<file path="src/rtl/tpc_pkg.sv">
`default_nettype none
// ----------------------------------------------------------------------------
// tpc_pkg
// Shared types, codes and the CRC-16 byte update for the telecommand packet
// checker.
// ----------------------------------------------------------------------------
package tpc_pkg;

  localparam int unsigned LENGTH_OFFSET_DEFAULT = 7;

  localparam logic [15:0] CRC_POLY = 16'h1021;
  localparam logic [15:0] CRC_INIT = 16'hFFFF;

  localparam int unsigned CFG_INDEX_W = 2;
  localparam int unsigned CFG_DATA_W  = 16;
  localparam logic [CFG_INDEX_W-1:0] CFG_PROCESS_ID = 2'd0;
  localparam logic [CFG_INDEX_W-1:0] CFG_CATEGORY   = 2'd1;
  localparam logic [CFG_INDEX_W-1:0] CFG_MAX_LENGTH = 2'd2;

  localparam logic [6:0]  PROCESS_ID_RESET = 7'd11;
  localparam logic [3:0]  CATEGORY_RESET   = 4'd12;
  localparam logic [15:0] MAX_LENGTH_RESET = 16'd256;

  localparam logic [7:0] TYPE_TC_181    = 8'd181;
  localparam logic [7:0] TYPE_TC_9      = 8'd9;
  localparam logic [7:0] SUBTYPE_TC_129 = 8'd129;
  localparam logic [5:0] SIZE_TC_9      = 6'd18;

  // byte positions within the packet
  localparam logic [15:0] POS_ID_HI   = 16'd0;
  localparam logic [15:0] POS_ID_LO   = 16'd1;
  localparam logic [15:0] POS_LEN_HI  = 16'd4;
  localparam logic [15:0] POS_LEN_LO  = 16'd5;
  localparam logic [15:0] POS_TYPE    = 16'd7;
  localparam logic [15:0] POS_SUBTYPE = 16'd8;
  localparam logic [15:0] MIN_LAST_POS = 16'd8;

  typedef enum logic [2:0] {
    ST_VALID       = 3'd0,
    ST_BAD_PID     = 3'd1,
    ST_WRONG_LEN   = 3'd2,
    ST_BAD_CRC     = 3'd3,
    ST_BAD_TYPE    = 3'd4,
    ST_BAD_SUBTYPE = 3'd5
  } status_t;

  typedef struct packed {
    logic [7:0] data_byte;
    logic       last_byte;
  } in_item_t;

  typedef struct packed {
    logic [2:0]  status;
    logic [15:0] crc_calc;
    logic [15:0] received_crc;
    logic [7:0]  service_type_out;
    logic [7:0]  service_subtype_out;
  } out_item_t;

  // what the front hands over at the end of a packet
  typedef struct packed {
    logic [15:0] last_pos;
    logic [15:0] id_bytes;
    logic [15:0] length_word;
    logic [7:0]  type_byte;
    logic [7:0]  subtype_byte;
    logic [15:0] running_crc;
    logic [15:0] byte_delay;
  } pkt_summary_t;

  typedef struct packed {
    logic [6:0]  process_id;
    logic [3:0]  category;
    logic [15:0] max_length;
  } cfg_regs_t;

  function automatic logic [15:0] crc_byte(input logic [15:0] crc, input logic [7:0] b);
    logic [15:0] r;
    r = crc ^ {b, 8'h00};
    for (int k = 0; k < 8; k++) begin
      if (r[15]) begin
        r = {r[14:0], 1'b0} ^ CRC_POLY;
      end else begin
        r = {r[14:0], 1'b0};
      end
    end
    return r;
  endfunction

  // packet size for service type 181, zero when the subtype is unknown
  function automatic logic [5:0] size_for_181(input logic [7:0] sub);
    logic [5:0] s;
    case (sub)
      8'd3, 8'd30, 8'd60, 8'd61: s = 6'd12;
      8'd20, 8'd24, 8'd27, 8'd28: s = 6'd14;
      8'd21, 8'd40: s = 6'd20;
      8'd50: s = 6'd50;
      default: s = 6'd0;
    endcase
    return s;
  endfunction

endpackage
`default_nettype wire

</file>
<file path="src/rtl/tpc_front.sv">
`default_nettype none
// ----------------------------------------------------------------------------
// tpc_front
// Per-byte packet tracking: byte count, header capture, two-byte delay line
// and running CRC. Hands a packet summary to the queue on the last byte.
// ----------------------------------------------------------------------------
module tpc_front (
  input  wire logic                  clk,
  input  wire logic                  rst,
  input  wire logic                  in_valid,
  output logic                       in_stall,
  input  wire tpc_pkg::in_item_t     in_item,
  input  wire logic                  q_full,
  output logic                       push,
  output tpc_pkg::pkt_summary_t      push_data
);
  import tpc_pkg::*;

  logic [15:0] running_crc, running_crc_next;
  logic [15:0] byte_index;
  logic [15:0] id_bytes, id_bytes_next;
  logic [15:0] length_word, length_word_next;
  logic [7:0]  type_byte, type_byte_next;
  logic [7:0]  subtype_byte, subtype_byte_next;
  logic [15:0] byte_delay, byte_delay_next;
  logic        accept;
  logic [7:0]  b;

  assign in_stall = q_full;
  assign accept   = in_valid && !in_stall;
  assign b        = in_item.data_byte;

  always_comb begin
    running_crc_next  = (byte_index >= 16'd2) ? crc_byte(running_crc, byte_delay[15:8])
                                              : running_crc;
    byte_delay_next   = {byte_delay[7:0], b};
    id_bytes_next     = id_bytes;
    length_word_next  = length_word;
    type_byte_next    = type_byte;
    subtype_byte_next = subtype_byte;
    case (byte_index)
      POS_ID_HI:   id_bytes_next[15:8]    = b;
      POS_ID_LO:   id_bytes_next[7:0]     = b;
      POS_LEN_HI:  length_word_next[15:8] = b;
      POS_LEN_LO:  length_word_next[7:0]  = b;
      POS_TYPE:    type_byte_next         = b;
      POS_SUBTYPE: subtype_byte_next      = b;
      default: ;
    endcase
  end

  assign push = accept && in_item.last_byte;

  always_comb begin
    push_data.last_pos     = byte_index;
    push_data.id_bytes     = id_bytes_next;
    push_data.length_word  = length_word_next;
    push_data.type_byte    = type_byte_next;
    push_data.subtype_byte = subtype_byte_next;
    push_data.running_crc  = running_crc_next;
    push_data.byte_delay   = byte_delay_next;
  end

  always_ff @(posedge clk) begin
    if (rst || push) begin
      running_crc  <= CRC_INIT;
      byte_index   <= '0;
      id_bytes     <= '0;
      length_word  <= '0;
      type_byte    <= '0;
      subtype_byte <= '0;
      byte_delay   <= '0;
    end else if (accept) begin
      running_crc  <= running_crc_next;
      id_bytes     <= id_bytes_next;
      length_word  <= length_word_next;
      type_byte    <= type_byte_next;
      subtype_byte <= subtype_byte_next;
      byte_delay   <= byte_delay_next;
      if (byte_index != 16'hFFFF) begin
        byte_index <= byte_index + 16'd1;
      end
    end
  end

`ifndef SYNTHESIS
  a_clear_after_last: assert property (@(posedge clk) disable iff (rst)
    push |=> byte_index == 16'd0 && running_crc == CRC_INIT)
    else $error("front state not cleared after last beat");
  a_index_steps: assert property (@(posedge clk) disable iff (rst)
    !accept |=> $stable(byte_index))
    else $error("byte count moved without an accepted beat");
`endif

endmodule
`default_nettype wire

</file>
<file path="src/rtl/tpc_queue.sv">
`default_nettype none
// ----------------------------------------------------------------------------
// tpc_queue
// Two-entry queue of packet summaries between front and back.
// ----------------------------------------------------------------------------
module tpc_queue (
  input  wire logic                  clk,
  input  wire logic                  rst,
  input  wire logic                  push,
  input  wire tpc_pkg::pkt_summary_t push_data,
  input  wire logic                  pop,
  output tpc_pkg::pkt_summary_t      head,
  output logic                       not_empty,
  output logic                       full
);
  import tpc_pkg::*;

  pkt_summary_t entries [2];
  logic         wr_ptr;
  logic         rd_ptr;
  logic [1:0]   count;

  assign full      = (count == 2'd2);
  assign not_empty = (count != 2'd0);
  assign head      = entries[rd_ptr];

  always_ff @(posedge clk) begin
    if (push) begin
      entries[wr_ptr] <= push_data;
    end
  end

  always_ff @(posedge clk) begin
    if (rst) begin
      wr_ptr <= 1'b0;
      rd_ptr <= 1'b0;
      count  <= '0;
    end else begin
      if (push) begin
        wr_ptr <= ~wr_ptr;
      end
      if (pop) begin
        rd_ptr <= ~rd_ptr;
      end
      case ({push, pop})
        2'b10:   count <= count + 2'd1;
        2'b01:   count <= count - 2'd1;
        default: count <= count;
      endcase
    end
  end

`ifndef SYNTHESIS
  a_no_pop_empty: assert property (@(posedge clk) disable iff (rst)
    pop |-> not_empty)
    else $error("queue popped while empty");
  a_no_push_full: assert property (@(posedge clk) disable iff (rst)
    push |-> !full)
    else $error("queue pushed while full");
  a_ptr_count: assert property (@(posedge clk) disable iff (rst)
    (count == 2'd1) |-> (wr_ptr != rd_ptr))
    else $error("queue pointers disagree with count");
`endif

endmodule
`default_nettype wire

</file>
<file path="src/rtl/tpc_back.sv">
`default_nettype none
// ----------------------------------------------------------------------------
// tpc_back
// Configuration registers, acceptance checks on a queued packet summary and
// the result output register.
// ----------------------------------------------------------------------------
module tpc_back #(
  parameter int unsigned LENGTH_OFFSET = tpc_pkg::LENGTH_OFFSET_DEFAULT
) (
  input  wire logic                                clk,
  input  wire logic                                rst,
  input  wire logic                                cfg_write,
  input  wire logic [tpc_pkg::CFG_INDEX_W-1:0]     cfg_index,
  input  wire logic [tpc_pkg::CFG_DATA_W-1:0]      cfg_data,
  input  wire tpc_pkg::pkt_summary_t               head,
  input  wire logic                                head_valid,
  output logic                                     pop,
  output logic                                     out_valid,
  input  wire logic                                out_stall,
  output tpc_pkg::out_item_t                       out_item
);
  import tpc_pkg::*;

  cfg_regs_t   cfg;
  status_t     status_next;
  logic [16:0] count;
  logic [16:0] total;
  logic [5:0]  need;
  logic [6:0]  pid;
  logic [3:0]  cat;

  always_ff @(posedge clk) begin
    if (rst) begin
      cfg.process_id <= PROCESS_ID_RESET;
      cfg.category   <= CATEGORY_RESET;
      cfg.max_length <= MAX_LENGTH_RESET;
    end else if (cfg_write) begin
      unique case (cfg_index)
        CFG_PROCESS_ID: cfg.process_id <= cfg_data[6:0];
        CFG_CATEGORY:   cfg.category   <= cfg_data[3:0];
        CFG_MAX_LENGTH: cfg.max_length <= cfg_data;
        default: ;
      endcase
    end
  end

  assign count = {1'b0, head.last_pos} + 17'd1;
  assign total = {1'b0, head.length_word} + 17'(LENGTH_OFFSET);
  assign need  = size_for_181(head.subtype_byte);
  assign pid   = {head.id_bytes[10:8], head.id_bytes[7:4]};
  assign cat   = head.id_bytes[3:0];

  always_comb begin
    if (head.last_pos < MIN_LAST_POS) begin
      status_next = ST_WRONG_LEN;
    end else if (pid != cfg.process_id || cat != cfg.category) begin
      status_next = ST_BAD_PID;
    end else if (head.last_pos == 16'hFFFF || total != count) begin
      status_next = ST_WRONG_LEN;
    end else if (head.length_word >= cfg.max_length) begin
      status_next = ST_WRONG_LEN;
    end else if (head.type_byte == TYPE_TC_181) begin
      if (need == 6'd0) begin
        status_next = ST_BAD_SUBTYPE;
      end else if (total != 17'(need)) begin
        status_next = ST_WRONG_LEN;
      end else if (head.running_crc != head.byte_delay) begin
        status_next = ST_BAD_CRC;
      end else begin
        status_next = ST_VALID;
      end
    end else if (head.type_byte == TYPE_TC_9) begin
      if (head.subtype_byte != SUBTYPE_TC_129) begin
        status_next = ST_BAD_SUBTYPE;
      end else if (total != 17'(SIZE_TC_9)) begin
        status_next = ST_WRONG_LEN;
      end else if (head.running_crc != head.byte_delay) begin
        status_next = ST_BAD_CRC;
      end else begin
        status_next = ST_VALID;
      end
    end else begin
      status_next = ST_BAD_TYPE;
    end
  end

  assign pop = head_valid && (!out_valid || !out_stall);

  always_ff @(posedge clk) begin
    if (rst) begin
      out_valid <= 1'b0;
    end else if (pop) begin
      out_valid <= 1'b1;
    end else if (!out_stall) begin
      out_valid <= 1'b0;
    end
  end

  always_ff @(posedge clk) begin
    if (pop) begin
      out_item.status              <= status_next;
      out_item.crc_calc            <= head.running_crc;
      out_item.received_crc        <= head.byte_delay;
      out_item.service_type_out    <= head.type_byte;
      out_item.service_subtype_out <= head.subtype_byte;
    end
  end

`ifndef SYNTHESIS
  a_valid_needs_type: assert property (@(posedge clk) disable iff (rst)
    out_valid && out_item.status == ST_VALID |->
      out_item.service_type_out == TYPE_TC_181 || out_item.service_type_out == TYPE_TC_9)
    else $error("valid status with unknown service type");
  a_valid_crc_match: assert property (@(posedge clk) disable iff (rst)
    out_valid && out_item.status == ST_VALID |->
      out_item.crc_calc == out_item.received_crc)
    else $error("valid status with crc mismatch");
  a_pop_loads: assert property (@(posedge clk) disable iff (rst)
    pop |=> out_valid)
    else $error("result register not loaded on pop");
`endif

endmodule
`default_nettype wire

</file>
<file path="src/rtl/telecommand_packet_checker_top.sv">
`default_nettype none
// A result beat passes the summary queue and then the output register.
// Throughput: one byte per cycle while the queue is not full; CRC is byte-wide.
// A two-entry summary queue lets bytes keep flowing while a result is stalled.
// Reset (rst, synchronous): clears packet state, queue and output valid, and
// loads the configuration registers with their defaults.
// ----------------------------------------------------------------------------
// telecommand_packet_checker_top
// Telecommand acceptance check with CRC-16: byte-wise front end, summary
// queue and judging back end.
// ----------------------------------------------------------------------------
module telecommand_packet_checker_top #(
  parameter int unsigned LENGTH_OFFSET = tpc_pkg::LENGTH_OFFSET_DEFAULT
) (
  input  wire logic                             clk,
  input  wire logic                             rst,
  input  wire logic                             cfg_write,
  input  wire logic [tpc_pkg::CFG_INDEX_W-1:0]  cfg_index,
  input  wire logic [tpc_pkg::CFG_DATA_W-1:0]   cfg_data,
  input  wire logic                             in_valid,
  output logic                                  in_stall,
  input  wire tpc_pkg::in_item_t                in_item,
  output logic                                  out_valid,
  input  wire logic                             out_stall,
  output tpc_pkg::out_item_t                    out_item
);
  import tpc_pkg::*;

  pkt_summary_t push_data;
  pkt_summary_t head;
  logic         push;
  logic         pop;
  logic         q_full;
  logic         q_not_empty;

  tpc_front u_front (
    .clk       (clk),
    .rst       (rst),
    .in_valid  (in_valid),
    .in_stall  (in_stall),
    .in_item   (in_item),
    .q_full    (q_full),
    .push      (push),
    .push_data (push_data)
  );

  tpc_queue u_queue (
    .clk       (clk),
    .rst       (rst),
    .push      (push),
    .push_data (push_data),
    .pop       (pop),
    .head      (head),
    .not_empty (q_not_empty),
    .full      (q_full)
  );

  tpc_back #(
    .LENGTH_OFFSET (LENGTH_OFFSET)
  ) u_back (
    .clk        (clk),
    .rst        (rst),
    .cfg_write  (cfg_write),
    .cfg_index  (cfg_index),
    .cfg_data   (cfg_data),
    .head       (head),
    .head_valid (q_not_empty),
    .pop        (pop),
    .out_valid  (out_valid),
    .out_stall  (out_stall),
    .out_item   (out_item)
  );

endmodule
`default_nettype wire

</file>
<file path="config.mk">
export PLATFORM = sky130hd
export DESIGN_NAME = telecommand_packet_checker_top
export DESIGN_NICKNAME = d
export VERILOG_FILES = /design/src/rtl/tpc_pkg.sv /design/src/rtl/tpc_front.sv /design/src/rtl/tpc_queue.sv /design/src/rtl/tpc_back.sv /design/src/rtl/telecommand_packet_checker_top.sv
export SDC_FILE = /design/constraint.sdc
export NUM_CORES = 1
export LEC_CHECK = 0
export ABC_AREA = 1
export BUFFER_PORTS_ARGS = -buffer_cell sky130_fd_sc_hd__buf_2
export CELL_PAD_IN_SITES_DETAIL_PLACEMENT = 0
export CELL_PAD_IN_SITES_GLOBAL_PLACEMENT = 1
export CORE_MARGIN = 1.5
export CORE_UTILIZATION = 43
export CTS_CLUSTER_SIZE = 30
export DETAILED_ROUTE_END_ITERATION = 10
export GPL_ROUTABILITY_DRIVEN = 1
export HOLD_SLACK_MARGIN = 0.08
export PLACE_DENSITY = 0.84
export SYNTH_ARGS = -nofsm -noshare
export SYNTH_HDL_FRONTEND = slang
export SYNTH_SLANG_ARGS = --single-unit
</file>
<file path="constraint.sdc">
create_clock -name clk -period 5.6 [get_ports clk]
set_clock_uncertainty 0.1 [all_clocks]
set_input_delay 1.12 -clock clk [delete_from_list [all_inputs] [get_ports clk]]
set_output_delay 1.12 -clock clk [all_outputs]
set_load 0.01 [all_outputs]
</file>
==> results of run 1 <==
## where the power goes
part,leakage (nW),internal (mW),switching (mW)
clock,0.611,1.48,1.02
combinational,4.37,0.858,2.03
sequential,3.19,3.36,0.234
## flip-flops by register name, summed over array words and instances (netlist names), 2 cells and up, named ones only
name and flops:
u_front.length_word 16, u_queue.count 2, u_back.cfg 27, u_front.running_crc 16, u_back.out_item 51, u_front.type_byte 8
u_front.id_bytes 11, u_front.byte_index 16, u_front.subtype_byte 8, u_front.byte_delay 16, u_queue.entries 182
## synth_stat cells (2+ instances only)
cell,instances
nand2_1,629
edfxtp_1,233
inv_1,205
nor2_1,190
o21ai_0,139
dfxtp_1,124
nand3_1,80
a21oi_1,71
xor2_1,38
clkbuf_1,37
ha_1,24
nand4_1,22
xnor2_1,22
nand2_2,18
o21ai_1,16
nor2_2,11
buf_6,10
nor3_1,9
nor4_1,9
o21ai_2,7
buf_2,6
nor2_4,6
buf_4,5
nor3b_1,4
or2_2,4
buf_1,3
inv_2,3
nand2_4,3
nand3_2,3
o211ai_1,2
or2_1,2
## cell usage in the layout, fill, tap and decap left out, drive strengths merged, types with 23 or more instances in the layout
cell	instances
a21oi	71
xnor2	23
dfxtp	124
buf	96
inv	210
nor2	207
ha	24
nand3	83
nand2	650
xor2	38
edfxtp	233
clkbuf	48
o21ai	163
## cell type report
class,count,area share
clock buffer,48,0.0538
clock inverter,22,0.0123
inverter,209,0.0415
multi-input combinational,1322,0.331
sequential,357,0.500
tap,518,0.0342
timing repair buffer,96,0.0269
## critical path, cell delays in order, from the launching register on
cell and delay (ns):
dfxtp_4 0.59, inv_4 0.69, buf_4 0.43, nand2_1 0.11
nand2_2 0.13, nand2_1 0.12, nor2_4 0.16, nand2_2 0.11
xor2_1 0.36, nand2_1 0.10, nor2_1 0.15, nand4_1 0.12
nand2_1 0.11, nand3_1 0.08, nor2_1 0.12, nor2_1 0.05
## stage by stage
| stage | setup slack, ns | util |
|---|---|---|
| after global routing | 1.32 | 0.490 |
| after global placement | 1.81 | 0.457 |
| after CTS | 1.74 | 0.490 |
| after detailed placement | 1.75 | 0.457 |
| after floorplan | -0.355 | - |
| final | 1.76 | 0.490 |
## cells by family (layout without fill, tap and decap cells)
kind of cell | after synthesis | after routing | synth area share
AND/OR/NAND/NOR | 996 | 996 | 0.245
adder cells (fa/ha/maj) | 24 | 24 | 0.0178
buffers and inverters | 272 | 375 | 0.0683
AO/OA/AOI/OAI | 241 | 241 | 0.0749
XOR/XNOR | 61 | 61 | 0.0321
flip-flops | 357 | 357 | 0.561
## metal layers
layer | vias up | GRT usage
met3 | 63 | 0.0340
met4 | 0 | 0.0623
met2 | 299 | 0.337
met5 | - | 0
met1 | 5917 | 0.271
li1 | 6475 | -
## path summary, 6_finish.rpt
path / startpoint / end / slack, ns
max: flip-flop / u_back.out_item[49] / 1.76
min reg2reg: u_back.out_valid / u_back.out_valid / 0.37
min: u_back.out_valid / u_back.out_valid / 0.37
max reg2reg: flip-flop / u_back.out_item[49] / 1.76
==> impl_metrics.csv, run 1 <==
group,metric,value,unit
timing,setup_viol,0,
floorplanning,coreArea,38700,um2
layout,final_nets,2080,
drt,route.met3.wl,2010,um
synthesis,syn_avg_cell_area,8.65,um2
cts,cts_max_path_buffers,3,
synthesis,async_reset_ff_frac,0,
floorplanning,num_rows,72,
layout,multi_input_area,6290,um2
layout,layout-drive-gt1-share,0.107,
floorplanning,fp.dieW,201,um
setup_path,cp-start-kind,"flip-flop",
setup_path,cp-end-kind,"flip-flop",
drt,drtIter0Drc,868,
drt,wl_met2,19100,um
floorplanning,initial_core_util,0.436,
timing,post-route-period-util,0.686,
synthesis,synth_warnings,0,
cts,clock-sinks,357,
timing,grt_setup_unrepaired,"no",
cts,cts_hold_buf,0,
power,finalPower,8.99,mW
cts,post-cts-setup-buffer-count,0,
synthesis,synthCells,1951,
drt,drc,0,
layout,stdcell_count,2572,
placement,place_inst,2502,
synthesis,yosysSeqAreaShare,0.561,
power,ir_worst_vdd,0.000270,V
timing,period_needed,3.84,ns
cts,worstSkewPairLatency,0.56,ns
timing,tns,0,ns
drt,wl_per_cell,15.8,um
grt,antenna_found_initial,0,
timing,fmax,260,MHz
placement,gp_congestion,0.903,
synthesis,synth_top_area_frac,0.414,
timing,finalHoldViolCount,0,
layout,diodes,0,
grt,grt_pass1_vias,12012,
cts,htreeDepth,2,
synthesis,syn_nets,2007,
floorplanning,chipHeight,201,um
drt,drtPass1Iterations,7,
floorplanning,dieArea,40500,um2
synthesis,ys_top_cells_by_area,"edfxtp_1, dfxtp_1, nand2_1",
grt,grt_first_pass_wirelength,64600,um
synthesis,syn_area,16900,um2
layout,syn2layout_area_growth,12.4,%
setup_path,arrival,4.05,ns
layout,fillers,3626,
drt,routed_wl,40600,um
drt,ant_nets,0,
power,leakage,8.18,nW
worst_hold_path,min_path_cells,2,
timing,relSlewSlack,0.410,
cts,cts_buffers,38,
placement,place_area,17700,um2
run,drv_cap,0,
drt,routed.top_layer,"met4",
worst_hold_path,hp-class,"flip-flop to flip-flop",
timing,slew_viol_final,0,
power,powerDensity,474,nW/um2
placement,numPortBuffers,84,
setup_path,path_max_fanout,76,
layout,layout.area.seq,9480,um2
cts,cts_root_buffer,"clkbuf_16",
placement,hpwl,28100,um
setup_path,cp.required,5.81,ns
synthesis,synth_ff_type,"edfxtp_1",
grt,grt_use_total,0.203,
drt,avgViaCountPerCell,4.96,
timing,holdWs,0.368,ns
cts,tritoncts,"yes",
drt,wl_met1,18400,um
synthesis,ys_types,47,
run_status,status,"complete, no violations",
floorplanning,io_pins,85,
synthesis,ys_seq_elements,357,
setup_path,worst_r2r_path_depth,15,
layout,fin_area,19000,um2
drt,vias,12754,
timing,worst_pin_slew,0.885,ns
cts,postCtsResizedCells,0,
grt,overflow,0,
synthesis,synth_top_area_cell,"edfxtp_1",
cts,clkTransAtPathRegs,0.06,ns
setup_path,critPathKind,"flip-flop to flip-flop",
grt,grt_max_degree,77,
synthesis,synth_edf_count,233,
(Power assumes the default switching activity.)
==> run 2, diff against run 1 <==
CORE_UTILIZATION = 47   (was 43)
PLACE_DENSITY = 0.87   (was 0.84)
clock period = 3.6 ns   (was 5.6 ns; I/O delays follow)
==> impl_metrics.csv, run 2 (same netlist as run 1, synthesis figures left out) <==
group,metric,value,unit
timing,relSlewSlack,0.424,
timing,grt_setup_unrepaired,"no",
layout,layout-drive-gt1-share,0.108,
power,leakage,8.23,nW
cts,htreeDepth,2,
setup_path,cp-start-kind,"flip-flop",
cts,clkTransAtPathRegs,0.05,ns
drt,drc,0,
cts,cts_buffers,38,
setup_path,critPathKind,"flip-flop to flip-flop",
placement,hpwl,28200,um
timing,post-route-period-util,0.879,
timing,fmax,316,MHz
cts,tritoncts,"yes",
layout,mostFrequentLayoutCell,"nand2_1",
drt,drtPass1Iterations,5,
grt,grt_max_degree,76,
floorplanning,chipHeight,193,um
floorplanning,fp.dieW,193,um
floorplanning,io_pins,85,
cts,clock-sinks,357,
cts,post-cts-setup-buffer-count,0,
cts,postCtsResizedCells,0,
grt,antenna_found_initial,0,
layout,top_register,"u_queue.entries",
drt,routed_wl,40200,um
floorplanning,num_rows,69,
layout,largestRegisters,"u_queue.entries x182, u_back.out_item x51, u_back.cfg x27",
placement,place_area,17800,um2
timing,finalHoldViolCount,0,
grt,grt_use_total,0.223,
layout,stdcell_count,2523,
drt,vias,12827,
run_status,status,"complete, no violations",
floorplanning,dieArea,37100,um2
grt,overflow,0,
placement,numPortBuffers,84,
floorplanning,initial_core_util,0.476,
setup_path,path_max_fanout,28,
power,powerDensity,739,nW/um2
drt,avgViaCountPerCell,5.08,
drt,drtIter0Drc,773,
layout,fin_area,19000,um2
grt,grt_pass1_vias,11848,
setup_path,cp.required,3.79,ns
run,drv_cap,0,
timing,worst_pin_slew,0.864,ns
worst_hold_path,hp-class,"input port to flip-flop",
cts,cts_max_path_buffers,3,
layout,layout_common_cells,"nand2_1, edfxtp_1, inv_1",
layout,final_util,0.536,
cts,worstSkewPairLatency,0.54,ns
timing,period_needed,3.17,ns
cts,cts_hold_buf,0,
layout,final_nets,2087,
floorplanning,coreArea,35500,um2
placement,place_inst,2452,
power,ir_worst_vdd,0.000526,V
setup_path,arrival,3.36,ns
setup_path,cp-end-kind,"flip-flop",
drt,ant_nets,0,
timing,holdWs,0.285,ns
layout,syn2layout_area_growth,12.7,%
worst_hold_path,min_path_cells,2,
placement,gp_congestion,0.906,
timing,slew_viol_final,0,
timing,tns,0,ns
cts,cts_root_buffer,"clkbuf_16",
grt,grt_first_pass_wirelength,63200,um
timing,setup_viol,0,
drt,wl_per_cell,15.9,um
layout,largest_reg_flops,182,
setup_path,worst_r2r_path_depth,17,
run 2: changes by cell type in the layout (fill, tap and decap cells not counted), sizes merged:
cell | previous run | this run
inv | 210 | 212
buf | 96 | 103
clkinvlp | 1 | 0
diode | 0 | 1
bufinv | 4 | 3
clkbuf | 48 | 56
clkinv | 16 | 8
run 2: layout make-up:
cell class	count	area, um2
clock inverter	14	163
fill	3178	16500
timing repair buffer	103	663
antenna	1	2.50
clock buffer	56	1060
inverter	209	787
sequential	357	9480
tap	461	577
multi-input combinational	1322	6290
run 2: metal layers:
layer | routed length, um | vias to the layer above | GRT usage | share of wire
met3 | 1940 | 72 | 0.0286 | 0.048
met2 | 18900 | 315 | 0.374 | 0.47
met1 | 18000 | 5948 | 0.294 | 0.45
met5 | 0 | - | 0 | 0
met4 | 1390 | 0 | 0.0841 | 0.035
li1 | - | 6492 | - | -
run 2: final timing paths:
check,start,to,slack [ns]
setup / recovery,flip-flop,u_back.out_item[49],0.43
hold / removal,rst,u_back.out_valid,0.28
setup reg to reg,flip-flop,u_back.out_item[49],0.43
hold reg to reg,u_queue.rd_ptr,flip-flop,0.36
run 2: where the power goes:
group	leakage [nW]	switching (mW)	internal, mW
combinational	4.44	3.29	1.41
sequential	3.19	0.283	5.23
clock	0.596	1.58	2.27
total	8.23	5.15	8.91
run 2: metrics by stage:
stage	power, mW	worst slack, ns
floorplan	8.89	-0.440
global placement	10.2	0.491
detailed placement	10.3	0.451
CTS	14.2	0.444
global route	14.9	0.0799
finish	14.1	0.435
run 2: critical path, cell delays in order, from the launching register on:
cell and delay [ns]:
dfxtp_4 0.44, o21ai_0 0.56, inv_1 0.22, ha_1 0.34
nand2_1 0.07, inv_1 0.03, o21bai_1 0.15, nand3_1 0.10
nor2_1 0.09, nand3_1 0.07, nor2_1 0.16, nand3_1 0.09
nor2_1 0.10, nand3_1 0.08, nor2_1 0.10, nand3_1 0.07
nor2_1 0.10, nor2_1 0.04
